$ cat src/design/lcq_pkg.sv
`timescale 1ns / 1ps

package lcq_pkg;

    // Field and state widths
    localparam int unsigned SAMPLE_W   = 12;
    localparam int unsigned SUM_W      = 16;
    localparam int unsigned COUNT_W    = 4;
    localparam int unsigned WAIT_W     = 8;
    localparam int unsigned BIAS_W     = 13;
    localparam int unsigned CONTRAST_W = 4;
    localparam int unsigned CFG_IDX_W  = 2;
    localparam int unsigned CFG_DATA_W = 13;

    // Default block size and ladder length
    localparam int unsigned AVERAGE_COUNT_DEF   = 10;
    localparam int unsigned THRESHOLD_COUNT_DEF = 15;
    localparam int unsigned LADDER_MAX          = 15;

    // Register reset values
    localparam logic [BIAS_W-1:0]   BIAS_RESET   = '0;
    localparam logic [SAMPLE_W-1:0] BRIGHT_RESET = 12'd3100;
    localparam logic [WAIT_W-1:0]   WAIT_RESET   = 8'd20;

    // Register indexes
    localparam logic [CFG_IDX_W-1:0] CFG_BIAS_OFFSET      = 2'd0;
    localparam logic [CFG_IDX_W-1:0] CFG_BRIGHT_THRESHOLD = 2'd1;
    localparam logic [CFG_IDX_W-1:0] CFG_WAIT_LIMIT       = 2'd2;

    // Ascending contrast ladder
    typedef logic [SAMPLE_W-1:0] ladder_t [LADDER_MAX];
    localparam ladder_t LADDER = '{
        12'd3500, 12'd3770, 12'd3772, 12'd3774, 12'd3776, 12'd3778, 12'd3780, 12'd3785,
        12'd3790, 12'd3795, 12'd3810, 12'd3830, 12'd3850, 12'd3870, 12'd3900
    };

    // Per-item flags as they travel down the pipe
    typedef struct packed {
        logic bright;
        logic restart;
        logic updated;
    } lcq_flags_t;

    // Accumulate stage to ladder stage
    typedef struct packed {
        lcq_flags_t       flags;
        logic [SUM_W-1:0] block_sum;
    } lcq_stage_t;

endpackage

$ cat src/design/lcq_accum.sv
`timescale 1ns / 1ps

module lcq_accum #(
    parameter int unsigned AVERAGE_COUNT = lcq_pkg::AVERAGE_COUNT_DEF
) (
    input  logic                          aclk,
    input  logic                          aresetn,
    input  logic [lcq_pkg::SAMPLE_W-1:0]  bright_threshold,
    input  logic [lcq_pkg::WAIT_W-1:0]    wait_limit,
    input  logic                          in_valid,
    output logic                          in_ready,
    input  logic                          in_action,
    input  logic [lcq_pkg::SAMPLE_W-1:0]  in_sample,
    output logic                          st_valid,
    input  logic                          st_ready,
    output lcq_pkg::lcq_stage_t           st_data
);

    logic [lcq_pkg::SUM_W-1:0]   sample_sum_reg,    sample_sum_next;
    logic [lcq_pkg::COUNT_W-1:0] samples_taken_reg, samples_taken_next;
    logic [lcq_pkg::WAIT_W-1:0]  wait_ticks_reg,    wait_ticks_next;
    logic                        st_valid_reg;
    lcq_pkg::lcq_stage_t         st_data_reg,       st_data_next;

    logic                        in_xfer;
    logic [lcq_pkg::COUNT_W:0]   count_inc;
    logic [lcq_pkg::WAIT_W:0]    wait_inc;
    logic [lcq_pkg::SUM_W-1:0]   sum_inc;

    assign in_ready = !st_valid_reg || st_ready;
    assign in_xfer  = in_valid && in_ready;
    assign st_valid = st_valid_reg;
    assign st_data  = st_data_reg;

    // Running sum, sample count and wait counter for one item
    always_comb begin
        sample_sum_next    = sample_sum_reg;
        samples_taken_next = samples_taken_reg;
        wait_ticks_next    = wait_ticks_reg;
        st_data_next       = '0;
        sum_inc   = sample_sum_reg + lcq_pkg::SUM_W'(in_sample);
        count_inc = {1'b0, samples_taken_reg} + 1'b1;
        wait_inc  = {1'b0, wait_ticks_reg} + 1'b1;
        if (!in_action) begin
            wait_ticks_next             = '0;
            st_data_next.flags.bright   = in_sample > bright_threshold;
            if (count_inc >= (lcq_pkg::COUNT_W+1)'(AVERAGE_COUNT)) begin
                st_data_next.flags.updated = 1'b1;
                st_data_next.block_sum     = sum_inc;
                sample_sum_next            = '0;
                samples_taken_next         = '0;
            end else begin
                sample_sum_next    = sum_inc;
                samples_taken_next = count_inc[lcq_pkg::COUNT_W-1:0];
            end
        end else begin
            if (wait_inc > {1'b0, wait_limit}) begin
                st_data_next.flags.restart = 1'b1;
                wait_ticks_next            = '0;
            end else begin
                wait_ticks_next = wait_inc[lcq_pkg::WAIT_W-1:0];
            end
        end
    end

    // State and stage register
    always_ff @(posedge aclk) begin
        if (!aresetn) begin
            sample_sum_reg    <= '0;
            samples_taken_reg <= '0;
            wait_ticks_reg    <= '0;
            st_valid_reg      <= 1'b0;
        end else begin
            if (in_xfer) begin
                sample_sum_reg    <= sample_sum_next;
                samples_taken_reg <= samples_taken_next;
                wait_ticks_reg    <= wait_ticks_next;
            end
            if (in_ready) begin
                st_valid_reg <= in_valid;
            end
        end
    end

    always_ff @(posedge aclk) begin
        if (in_xfer) begin
            st_data_reg <= st_data_next;
        end
    end

endmodule

$ cat src/design/lcq_ladder.sv
`timescale 1ns / 1ps

module lcq_ladder #(
    parameter int unsigned AVERAGE_COUNT   = lcq_pkg::AVERAGE_COUNT_DEF,
    parameter int unsigned THRESHOLD_COUNT = lcq_pkg::THRESHOLD_COUNT_DEF
) (
    input  logic                            aclk,
    input  logic                            aresetn,
    input  logic [lcq_pkg::BIAS_W-1:0]      bias_offset,
    input  logic                            st_valid,
    output logic                            st_ready,
    input  lcq_pkg::lcq_stage_t             st_data,
    output logic                            out_valid,
    input  logic                            out_ready,
    output logic [lcq_pkg::CONTRAST_W-1:0]  out_contrast,
    output lcq_pkg::lcq_flags_t             out_flags
);

    // Reciprocal divide: exact for any 16-bit sum with this shift
    localparam int unsigned SHIFT  = lcq_pkg::SUM_W + $clog2(AVERAGE_COUNT);
    localparam int unsigned PROD_W = lcq_pkg::SUM_W + SHIFT + 1;
    localparam int unsigned LVL_W  = lcq_pkg::SUM_W + 2;
    localparam longint unsigned RECIP_FULL =
        ((64'd1 << SHIFT) + AVERAGE_COUNT - 1) / AVERAGE_COUNT;
    localparam logic [SHIFT:0] RECIP = RECIP_FULL[SHIFT:0];

    logic [lcq_pkg::CONTRAST_W-1:0] contrast_level_reg, contrast_next;
    logic [lcq_pkg::CONTRAST_W-1:0] ladder_idx;
    logic                           out_valid_reg;
    logic [lcq_pkg::CONTRAST_W-1:0] out_contrast_reg;
    lcq_pkg::lcq_flags_t            out_flags_reg;

    logic                           st_xfer;
    logic [PROD_W-1:0]              product;
    logic [lcq_pkg::SUM_W-1:0]      average;
    logic signed [LVL_W-1:0]        level;

    assign st_ready     = !out_valid_reg || out_ready;
    assign st_xfer      = st_valid && st_ready;
    assign out_valid    = out_valid_reg;
    assign out_contrast = out_contrast_reg;
    assign out_flags    = out_flags_reg;

    // Block average plus bias
    always_comb begin
        product = PROD_W'(st_data.block_sum) * PROD_W'(RECIP);
        average = product[SHIFT +: lcq_pkg::SUM_W];
        level   = $signed({2'b00, average})
                + $signed({{(LVL_W-lcq_pkg::BIAS_W){bias_offset[lcq_pkg::BIAS_W-1]}},
                           bias_offset});
    end

    // First threshold above the level; negative levels clamp to zero
    always_comb begin
        ladder_idx = lcq_pkg::CONTRAST_W'(THRESHOLD_COUNT);
        for (int i = THRESHOLD_COUNT - 1; i >= 0; i--) begin
            if ({{(LVL_W-lcq_pkg::SAMPLE_W){1'b0}}, lcq_pkg::LADDER[i]} > level) begin
                ladder_idx = lcq_pkg::CONTRAST_W'(i);
            end
        end
        if (level[LVL_W-1]) begin
            ladder_idx = '0;
        end
        contrast_next = st_data.flags.updated ? ladder_idx : contrast_level_reg;
    end

    // Contrast state and result register
    always_ff @(posedge aclk) begin
        if (!aresetn) begin
            contrast_level_reg <= '0;
            out_valid_reg      <= 1'b0;
        end else begin
            if (st_xfer) begin
                contrast_level_reg <= contrast_next;
            end
            if (st_ready) begin
                out_valid_reg <= st_valid;
            end
        end
    end

    always_ff @(posedge aclk) begin
        if (st_xfer) begin
            out_contrast_reg <= contrast_next;
            out_flags_reg    <= st_data.flags;
        end
    end

endmodule

$ cat src/design/light_level_contrast_quantizer_unit.sv
`timescale 1ns / 1ps
// Pipeline: an accumulate stage, then a reciprocal divide, bias add and ladder
// compare stage, each ending in a register.
// Throughput: one item per cycle; both stages advance when the result
// register is empty or being taken.
// Reset: aresetn low at a clock edge clears sums, counters, contrast,
// pipeline valids and loads the register defaults.

module light_level_contrast_quantizer_unit #(
    parameter int unsigned AVERAGE_COUNT   = lcq_pkg::AVERAGE_COUNT_DEF,
    parameter int unsigned THRESHOLD_COUNT = lcq_pkg::THRESHOLD_COUNT_DEF
) (
    input  logic                             aclk,
    input  logic                             aresetn,
    // Configuration writes
    input  logic                             cfg_we,
    input  logic [lcq_pkg::CFG_IDX_W-1:0]    cfg_index,
    input  logic [lcq_pkg::CFG_DATA_W-1:0]   cfg_wdata,
    // Input stream
    input  logic                             s_tvalid,
    output logic                             s_tready,
    input  logic [15:0]                      s_tdata,   // [11:0] sample
    input  logic                             s_tuser,   // [0] action
    // Result stream
    output logic                             m_tvalid,
    input  logic                             m_tready,
    output logic [7:0]                       m_tdata,   // [3:0] contrast
    output logic [2:0]                       m_tuser    // [0] level_updated,
                                                        // [1] restart_converter,
                                                        // [2] bright_seen
);

    logic [lcq_pkg::BIAS_W-1:0]     bias_offset_reg;
    logic [lcq_pkg::SAMPLE_W-1:0]   bright_threshold_reg;
    logic [lcq_pkg::WAIT_W-1:0]     wait_limit_reg;

    logic                           st_valid;
    logic                           st_ready;
    lcq_pkg::lcq_stage_t            st_data;
    logic [lcq_pkg::CONTRAST_W-1:0] contrast;
    lcq_pkg::lcq_flags_t            flags;

    // Configuration registers
    always_ff @(posedge aclk) begin
        if (!aresetn) begin
            bias_offset_reg      <= lcq_pkg::BIAS_RESET;
            bright_threshold_reg <= lcq_pkg::BRIGHT_RESET;
            wait_limit_reg       <= lcq_pkg::WAIT_RESET;
        end else if (cfg_we) begin
            unique case (cfg_index)
                lcq_pkg::CFG_BIAS_OFFSET: begin
                    bias_offset_reg <= cfg_wdata;
                end
                lcq_pkg::CFG_BRIGHT_THRESHOLD: begin
                    bright_threshold_reg <= cfg_wdata[lcq_pkg::SAMPLE_W-1:0];
                end
                lcq_pkg::CFG_WAIT_LIMIT: begin
                    wait_limit_reg <= cfg_wdata[lcq_pkg::WAIT_W-1:0];
                end
                default: begin
                end
            endcase
        end
    end

    lcq_accum #(
        .AVERAGE_COUNT (AVERAGE_COUNT)
    ) u_accum (
        .aclk             (aclk),
        .aresetn          (aresetn),
        .bright_threshold (bright_threshold_reg),
        .wait_limit       (wait_limit_reg),
        .in_valid         (s_tvalid),
        .in_ready         (s_tready),
        .in_action        (s_tuser),
        .in_sample        (s_tdata[lcq_pkg::SAMPLE_W-1:0]),
        .st_valid         (st_valid),
        .st_ready         (st_ready),
        .st_data          (st_data)
    );

    lcq_ladder #(
        .AVERAGE_COUNT   (AVERAGE_COUNT),
        .THRESHOLD_COUNT (THRESHOLD_COUNT)
    ) u_ladder (
        .aclk         (aclk),
        .aresetn      (aresetn),
        .bias_offset  (bias_offset_reg),
        .st_valid     (st_valid),
        .st_ready     (st_ready),
        .st_data      (st_data),
        .out_valid    (m_tvalid),
        .out_ready    (m_tready),
        .out_contrast (contrast),
        .out_flags    (flags)
    );

    assign m_tdata = {4'b0000, contrast};
    assign m_tuser = {flags.bright, flags.restart, flags.updated};

endmodule

$ cat config.mk
export PLATFORM = sky130hd
export DESIGN_NAME = light_level_contrast_quantizer_unit
export DESIGN_NICKNAME = d
export VERILOG_FILES = /design/src/design/lcq_pkg.sv /design/src/design/lcq_accum.sv /design/src/design/lcq_ladder.sv /design/src/design/light_level_contrast_quantizer_unit.sv
export SDC_FILE = /design/constraint.sdc
export NUM_CORES = 1
export LEC_CHECK = 0
export BUFFER_PORTS_ARGS = -buffer_cell sky130_fd_sc_hd__buf_2
export CORE_MARGIN = 4
export CORE_UTILIZATION = 58
export DETAILED_ROUTE_END_ITERATION = 7
export GPL_TIMING_DRIVEN = 0
export PLACE_DENSITY = 0.77
export SLEW_MARGIN = 20
export SYNTH_ARGS = -nofsm -noshare
export SYNTH_HDL_FRONTEND = slang
export SYNTH_SLANG_ARGS = --single-unit
$ cat constraint.sdc
create_clock -name aclk -period 7.6 [get_ports aclk]
set_clock_uncertainty 0.1 [all_clocks]
set_input_delay 1.52 -clock aclk [delete_from_list [all_inputs] [get_ports aclk]]
set_output_delay 1.52 -clock aclk [all_outputs]
set_load 0.02 [all_outputs]
* Word-level counts from Yosys, hierarchy flattened
Index checks and enable logic that the tools add are counted.
** Storage, ports and cells
- Flip-flop bits (word level) :: 93
- Input bits :: 37
- Output and inout bits :: 13
** Operators by class
- Add/sub/neg operators :: 4
- $mul :: 1
- $lt $le $gt $ge :: 18
- Eq/ne operators :: 2
- Muxes and demuxes :: 23
- Bitwise logic cells :: 2
- Reduce and logical (&&, ||, !) cells :: 12
** Operators with widths (number)
- $gt 12x18->1 const A :: 15
- $mux 4 :: 11
- $mul 16x16->32 const B :: 1
- $mux 17 :: 1
- $add 16x12->16 :: 1
- $mux 16 :: 1
- $mux 8 :: 2
- $add 14x13->15 :: 1
- $gt 12x12->1 :: 1
- $mux 3 :: 4
- $add 8x1->9 const B :: 1
- $gt 9x8->1 :: 1
- $reduce_and 2->1 :: 4
- $add 4x1->5 const B :: 1
- $ge 5x4->1 const B :: 1
- $mux 2 :: 2
- $eq 2x1->1 const B :: 1
- $eq 2x2->1 const B :: 1
- $logic_and 1x1->1 :: 2
- $logic_not 1->1 :: 2
- $logic_not 2->1 :: 1
- $logic_or 1x1->1 :: 2
- $mux 1 :: 2
- $not 1->1 :: 2
- $reduce_or 2->1 :: 1

* Depth between registers and ports, before layout
Gate-level depths: netlist (run 1).
- Depth in word-level cells :: 20
- Gate-level depth with buffers :: 34

* Cells and area by module
From an unflattened synthesis (run 1), not the netlist that was laid out.
** Unflattened totals
- Cells, all modules :: 1247
- Area, all modules :: 11264.6 sq um
** Modules (own cells, without submodules)
- lcq_ladder :: instances 1, cells an instance 755, area an instance 6627.6 sq um
- lcq_accum :: instances 1, cells an instance 358, area an instance 3288.2 sq um
- light_level_contrast_quantizer_unit :: instances 1, cells an instance 134, area an instance 1348.8 sq um

* Worst setup path before layout (run 1)
OpenSTA, ideal clock, no wires.
- Path type :: reg2reg
- Start point :: reg u_accum.st_data_reg, in the netlist u_accum.st_data[6]
- End point :: reg u_ladder.out_contrast_reg, in the netlist u_ladder.out_contrast[1] (data pin)
- Library setup time :: 267 ps
- Arrival :: 8019 ps
- Data required time :: 7233 ps
- Setup slack :: -786 ps
- Stages on the path, launching flop included :: 31
- Period minus slack after synthesis :: 8386 ps
- Cells stage by stage :: edfxtp_1 -> ha_1 -> inv_1 -> fa_1 -> inv_1 -> fa_1 -> fa_1 -> fa_1 -> inv_1 -> fa_1 -> inv_1 -> ha_1 -> a21oi_1 -> o221ai_1 -> a2111oi_0 -> o221ai_1 -> and3_1 -> nor3_1 -> o31ai_1 -> or2_2 -> xor2_1 -> ha_1 -> a21o_1 -> a21o_1 -> or4_1 -> nand3_2 -> nand4_2 -> o221a_2 -> or3b_1 -> o211ai_1 -> o21ai_0
** Between the ends
- Longest elaborated chain between the ends :: 19
- Elaborated cells on any way between the ends :: 32
** Ends and longest elaborated chain
- start: declaration :: line lcq_accum.sv:23 : lcq_pkg::lcq_stage_t st_data_reg, st_data_next;
- start signal: assignment :: line lcq_accum.sv:87 : st_data_reg <= st_data_next;
- $mul 16x16->32 * :: line lcq_ladder.sv:46 : product = PROD_W'(st_data.block_sum) * PROD_W'(RECIP);
- $add 14x13->15 * :: line lcq_ladder.sv:49 : + $signed({{(LVL_W-lcq_pkg::BIAS_W){bias_offset[lcq_pkg::BIAS_W-1]}},
- $gt 12x18->1 :: line lcq_ladder.sv:57 : if ({{(LVL_W-lcq_pkg::SAMPLE_W){1'b0}}, lcq_pkg::LADDER[i]} > level) begin
- $mux 2 (2 in a row) :: line lcq_ladder.sv:57
- $mux 3 (4 in a row) :: line lcq_ladder.sv:57
- $mux 4 (8 in a row) :: line lcq_ladder.sv:57
- $mux 4 * :: line lcq_ladder.sv:61 : if (level[LVL_W-1]) begin
- $mux 4 * :: line lcq_ladder.sv:64 : contrast_next = st_data.flags.updated ? ladder_idx : contrast_level_reg;
- net u_ladder.contrast_next, one bit :: line lcq_ladder.sv:27 : logic [lcq_pkg::CONTRAST_W-1:0] contrast_level_reg, contrast_next;
- end signal: assignment :: line lcq_ladder.sv:84 : out_contrast_reg <= contrast_next;
- end: declaration :: line lcq_ladder.sv:30 : logic [lcq_pkg::CONTRAST_W-1:0] out_contrast_reg;
Mark *: on every way through the listed nets, which the timed path passes. The rest lies on a longest branch.
A chain may end at the register's enable or synchronous reset.

* Worst setup path in the final report (run 1)
- Start point :: reg u_accum.st_data_reg, in the netlist u_accum.st_data[2]
- End point :: reg u_ladder.out_contrast_reg, in the netlist u_ladder.out_contrast[1] (data pin)
Same word-level chain as after synthesis.

==> impl_metrics.py, run 1 <==
metrics = {
    "sta": {
        "hold_slack_ns": 0.326,
        "fin_crit_sh": 1.11,
        "clock.fmax_ghz": 0.119,
        "final_hold_viol_count": 0,
        "final.setup.worst_slack_ns": -0.827,
        "rsz0062_at_grt": "yes",
        "relSlewSlack": 0.318,
        "finalMaxSlewViolations": 0,
        "post-route-min-period_ns": 8.43,
        "tightest_slew_ns": 1.02,
        "setup_viol": 8,
    },
    "clocking": {
        "cts_sinks": 93,
        "clockRootBuffer": "clkbuf_16",
        "cts_max_level": 3,
        "hold_buffers": 0,
        "cts_inserted_buffers": 9,
        "cts_tree": "done",
        "clk_pin_slew_ns": 0.07,
        "cts_buffer_depth": 2,
        "clock_latency_ns": 0.34,
    },
    "synth": {
        "yosys.area.top_type": "ha_1",
        "synth_area_um2": 10800,
        "syn_inst": 1230,
        "synth.distinct_cells": 85,
        "ys_warn_count": 0,
        "synth.top_cells.by_count": "inv_1 (223), ha_1 (183), nand2_1 (94), fa_1 (82), nor2_1 (80)",
        "syn_area_per_cell_um2": 8.76,
        "ys_async_sr_fraction": 0,
        "synth_top_area_frac": 0.212,
        "ys_ff_latch": 93,
        "seq_area_frac_synth": 0.197,
        "synth_area_leaders": "ha_1 (21%), fa_1 (15%), dfxtp_1 (12%)",
        "yosysMostFrequentCell": "inv_1",
        "synth_top_flop_cell": "dfxtp_1",
        "synth_edf_count": 26,
    },
    "power_and_ir_drop": {
        "power_density_nw_per_um2": 319,
        "vdd_drop_max_uv": 350,
        "p_leak_nw": 5.91,
    },
    "floorplan": {
        "die_height_um": 144,
        "placementRows": 49,
        "dieArea_um2": 20800,
        "ios": 50,
        "start_util": 0.594,
        "core_area_um2": 18100,
        "die_x_um": 144,
    },
    "critical_path": {
        "crit_top_cell": "fa_1",
        "r2r_start": "u_accum.st_data[2]$_SDFFCE_PP0P_",
        "slowest_delay_ns": 0.54,
        "timing.critical_path.from": "u_accum.st_data[2]$_SDFFCE_PP0P_",
        "cp.required_ns": 7.58,
        "startpoint_type": "flip-flop",
        "path_class": "reg2reg",
        "cp_slowest_cell": "or4_4",
        "crit_fanout": 6,
        "end_kind": "flip-flop",
        "arrival_ns": 8.41,
    },
    "min_path": {
        "min_path_type": "reg2reg",
        "min_from": "u_accum.st_data[17]$_SDFFCE_PN0P_",
    },
    "route": {
        "wl_um": 26400,
        "routedWlPerCell_um": 16.9,
        "vias": 9031,
        "drc": 0,
        "drt_pass1_iterations": 5,
        "vias_per_cell": 5.76,
        "drt_iter0_drc": 712,
        "detail-route-antenna-nets": 0,
    },
    "finish": {
        "final-seq-area_um2": 2120,
        "nets": 1635,
        "largest_reg_flops": 19,
        "synthToLayoutAreaGrowth_pct": 16.0,
        "drive_gt1_frac": 0.152,
        "multi_input_area_um2": 8250,
        "fillCellCount": 1406,
        "antenna_cells": 0,
    },
    "global_routing": {
        "grt_pass1_wl_um": 42300,
        "grt_pass1_vias": 8684,
        "grt_max_degree": 21,
        "overflow": 0,
        "grt_util_all_layers": 0.254,
        "antenna_found_initial": 0,
    },
    "placement": {
        "gp_congestion": 0.967,
        "dp_hpwl_um": 20700,
        "post-place-ws_ns": -1.13,
        "port-buffer-count": 40,
    },
    "run": {
        "maxCapViolations": 0,
    },
    "status": {
        "status": "finished, violations left",
        "violations": "negative setup slack",
    },
}
## metal layers
layer / track usage / wire length [um]
met1: 0.343 / 11700
met2: 0.431 / 12800
met3: 0.0327 / 1300
met4: 0.0722 / 650
met5: 0 / 0
## placed cells by master (no fill, tap or decap), drive strengths merged, types with 4 or more instances in the layout
cell / n
o21a: 11
and2: 10
xnor2: 25
a221oi: 4
a211oi: 5
buf: 99
fa: 82
a31oi: 8
nor2: 80
conb: 4
o211ai: 13
o21bai: 5
xor2: 21
or4: 4
dfxtp: 67
mux2i: 6
nand3: 33
nand4: 14
and3: 14
a21oi: 77
nor2b: 10
edfxtp: 26
a21o: 17
or2: 4
ha: 183
a22oi: 7
a2111oi: 6
clkbuf: 33
nor4: 4
o21ai: 44
inv: 224
or3: 19
nand2b: 11
nand2: 94
o31ai: 5
nor3: 11
## area by class of cell
type                            instances  share of cell area
Buffer                                 31              0.0109
Clock buffer                           11              0.0186
Sequential cell                        93               0.170
Clock inverter                          5             0.00300
Timing Repair Buffer                   90              0.0470
Inverter                              223              0.0672
Multi-Input combinational cell        885               0.661
Tap cell                              229              0.0229
## final timing paths
check | cells past startpoint | slack [ns] | end
setup reg to reg | 30 | -0.83 | u_ladder.out_contrast[1]$_DFFE_PP_
setup / recovery | 30 | -0.83 | u_ladder.out_contrast[1]$_DFFE_PP_
hold reg to reg | 0 | 0.33 | u_ladder.out_flags[1]$_DFFE_PP_
hold / removal | 0 | 0.33 | u_ladder.out_flags[1]$_DFFE_PP_
## logic make-up (layout without fill, tap and decap cells)
kind of cell    Yosys count  in the layout  share of synthesized area
flops                    93             93                      0.197
other cells               1              4                   0.000348
buf+inv                 255            360                     0.0907
simple gates            326            326                      0.152
mux                       6              6                    0.00557
fa+ha+maj               265            265                      0.365
compound gates          238            238                      0.149
xor+xnor                 46             46                     0.0405
## per-stage QoR
step | instances | power (mW) | setup TNS, ns | instance area (um2) | util
2_1_floorplan | 1233 | 2.60 | -0.118 | 11000 | -
3_3_place_gp | 1502 | 3.15 | -6.76 | 11500 | 0.633
3_5_place_dp | 1502 | 3.21 | -7.95 | 11500 | 0.633
4_1_cts | 1553 | 3.84 | -5.36 | 12300 | 0.676
5_1_grt | 1567 | 4.31 | -8.08 | 12500 | 0.689
6_report | 1567 | 3.98 | -5.77 | 12500 | 0.689
## where the power goes
part | total (mW) | leakage (nW) | switching, mW | internal, mW
Clock | 0.408 | 0.131 | 0.185 | 0.223
Combinational | 3.03 | 4.97 | 1.84 | 1.18
Sequential | 0.548 | 0.808 | 0.0175 | 0.530
Total | 3.98 | 5.91 | 2.05 | 1.94
## worst max-delay path, delay by kind of cell (launching register included)
kind | cells | cell delay (ns)
AOI/OAI and AO/OA | 10 | 2.03
adders and majority gates | 8 | 3.34
buffers and inverters | 4 | 0.18
xor gates and xnor gates | 1 | 0.14
and+or+nand+nor | 7 | 1.86
DFF | 1 | 0.52
## what timing repair did
action,CTS,global route
endpoints found under the setup margin,8,8
gates resized for setup,45,24
buffers inserted,36,14
pin swaps,23,11
No activity file was read; power rests on OpenSTA's default activity.
==> inputs of run 2 (changes only) <==
CORE_UTILIZATION = 64   (was 58)
PLACE_DENSITY = 0.81   (was 0.77)
clock period = 8.2 ns   (was 7.6 ns; I/O delays follow)
==> impl_metrics.py, run 2 (synthesis results as in run 1) <==
metrics = {
    "status": {
        "status": "finished, violations left",
        "violations": "negative setup slack",
    },
    "finish": {
        "final_util": 0.774,
        "final-seq-area_um2": 2120,
        "antenna_cells": 0,
        "nets": 1648,
        "layout_common_cells": "inv_1 (211), ha_1 (165), nand2_1 (94)",
        "fillCellCount": 1052,
        "largest_reg_flops": 19,
        "finalNonFillerCells": 1571,
        "synthToLayoutAreaGrowth_pct": 18.7,
        "final_common_cell": "inv_1",
        "stdcell_area_um2": 12800,
        "drive_gt1_frac": 0.174,
        "multi_input_area_um2": 8400,
    },
    "route": {
        "detail-route-antenna-nets": 0,
        "routedWlPerCell_um": 19.4,
        "vias_per_cell": 6.11,
        "wl_um": 30500,
        "drt_iter0_drc": 863,
        "drc": 0,
        "vias": 9601,
        "drt_pass1_iterations": 5,
    },
    "min_path": {
        "min_path_cells": 0,
        "min_path_type": "reg2reg",
    },
    "placement": {
        "port-buffer-count": 40,
        "gp_congestion": 0.945,
        "postPlaceCellArea_um2": 11300,
        "dp.cells": 1493,
        "dp_hpwl_um": 20400,
    },
    "global_routing": {
        "overflow": 0,
        "grt_pass1_vias": 9152,
        "grt_max_degree": 21,
        "grt_util_all_layers": 0.296,
        "grt_pass1_wl_um": 44500,
        "antenna_found_initial": 0,
    },
    "sta": {
        "relSlewSlack": 0.470,
        "final_hold_viol_count": 0,
        "tightest_slew_ns": 0.794,
        "setup_viol": 8,
        "final.setup.worst_slack_ns": -0.423,
        "fin_crit_sh": 1.05,
        "finalMaxSlewViolations": 0,
        "clock.fmax_ghz": 0.116,
        "post-route-min-period_ns": 8.62,
        "rsz0062_at_grt": "yes",
    },
    "critical_path": {
        "arrival_ns": 8.62,
        "end_kind": "flip-flop",
        "r2r.worst_path.cells": 31,
        "path_class": "reg2reg",
        "crit_fanout": 8,
        "slowest_delay_ns": 0.54,
        "cp.required_ns": 8.20,
        "cp_slowest_cell": "fa_1",
        "startpoint_type": "flip-flop",
        "crit_top_cell": "fa_1",
    },
    "clocking": {
        "hold_buffers": 0,
        "cts_inserted_buffers": 9,
        "cts_sinks": 93,
        "cts_tree": "done",
        "clockRootBuffer": "clkbuf_16",
        "clock_latency_ns": 0.35,
        "clk_pin_slew_ns": 0.08,
        "cts_max_level": 3,
        "cts_buffer_depth": 2,
    },
    "floorplan": {
        "ios": 50,
        "die_x_um": 138,
        "start_util": 0.652,
        "placementRows": 47,
        "core_area_um2": 16500,
        "dieArea_um2": 19000,
        "die_height_um": 138,
    },
    "run": {
        "maxCapViolations": 0,
    },
    "power_and_ir_drop": {
        "vdd_drop_max_uv": 246,
        "power_density_nw_per_um2": 313,
        "p_leak_nw": 6.04,
    },
}
## run 2: changes by cell type in the layout (fill, tap and decap cells not counted), sizes merged
cell,change
buf,+12
clkbuf,-1
clkinv,-1
clkinvlp,-1
inv,+4
## run 2: final timing paths
path                                        end                               from  slack, ns
max          u_ladder.out_contrast[1]$_DFFE_PP_   u_accum.st_data[4]$_SDFFCE_PP0P_      -0.42
min             u_ladder.out_flags[2]$_DFFE_PP_  u_accum.st_data[18]$_SDFFCE_PP0P_       0.32
min reg2reg     u_ladder.out_flags[2]$_DFFE_PP_  u_accum.st_data[18]$_SDFFCE_PP0P_       0.32
max reg2reg  u_ladder.out_contrast[1]$_DFFE_PP_   u_accum.st_data[4]$_SDFFCE_PP0P_      -0.42
## run 2: critical path, delay by kind of cell, from the launching register on
kind / cells / cell delay, ns
buf+inv: 6 / 0.56
flops: 1 / 0.47
fa+ha+maj: 8 / 3.62
simple gates: 8 / 1.74
compound gates: 9 / 1.86
## run 2: repair_timing
item,in CTS,in global routing
buffers inserted,48,15
setup endpoints to repair,8,8
resized for setup,72,59
pin swaps,51,47
## run 2: through the flow
stage | setup slack, ns | TNS, ns | total power [mW] | hold slack (ns)
2_1_floorplan | 0.00719 | 0 | 2.30 | 0.300
3_3_place_gp | -0.955 | -6.29 | 2.78 | 0.303
3_5_place_dp | -1.10 | -7.55 | 2.82 | 0.309
4_1_cts | -0.0953 | -0.0953 | 3.57 | 0.328
5_1_grt | -0.687 | -4.52 | 4.30 | 0.336
6_report | -0.423 | -2.60 | 4.01 | 0.325
## run 2: final cells by class
| type | count | area share |
|---|---|---|
| buffer | 31 | 0.0109 |
| clock buffer | 9 | 0.0176 |
| clock inverter | 7 | 0.00636 |
| inverter | 223 | 0.0656 |
| multi-input combinational | 885 | 0.657 |
| sequential | 93 | 0.166 |
| tap | 220 | 0.0215 |
| timing repair buffer | 103 | 0.0556 |
## run 2: power breakdown
group	internal [mW]	switching, mW	leakage, nW
clock	0.219	0.205	0.150
combinational	1.19	1.89	5.08
sequential	0.491	0.0148	0.808
## run 2: per-layer routing
metal  wire [um]  global-route usage
met2       14800               0.500
met5           0                   0
met4        1260              0.0856
met1       12000               0.388
met3        2460              0.0555
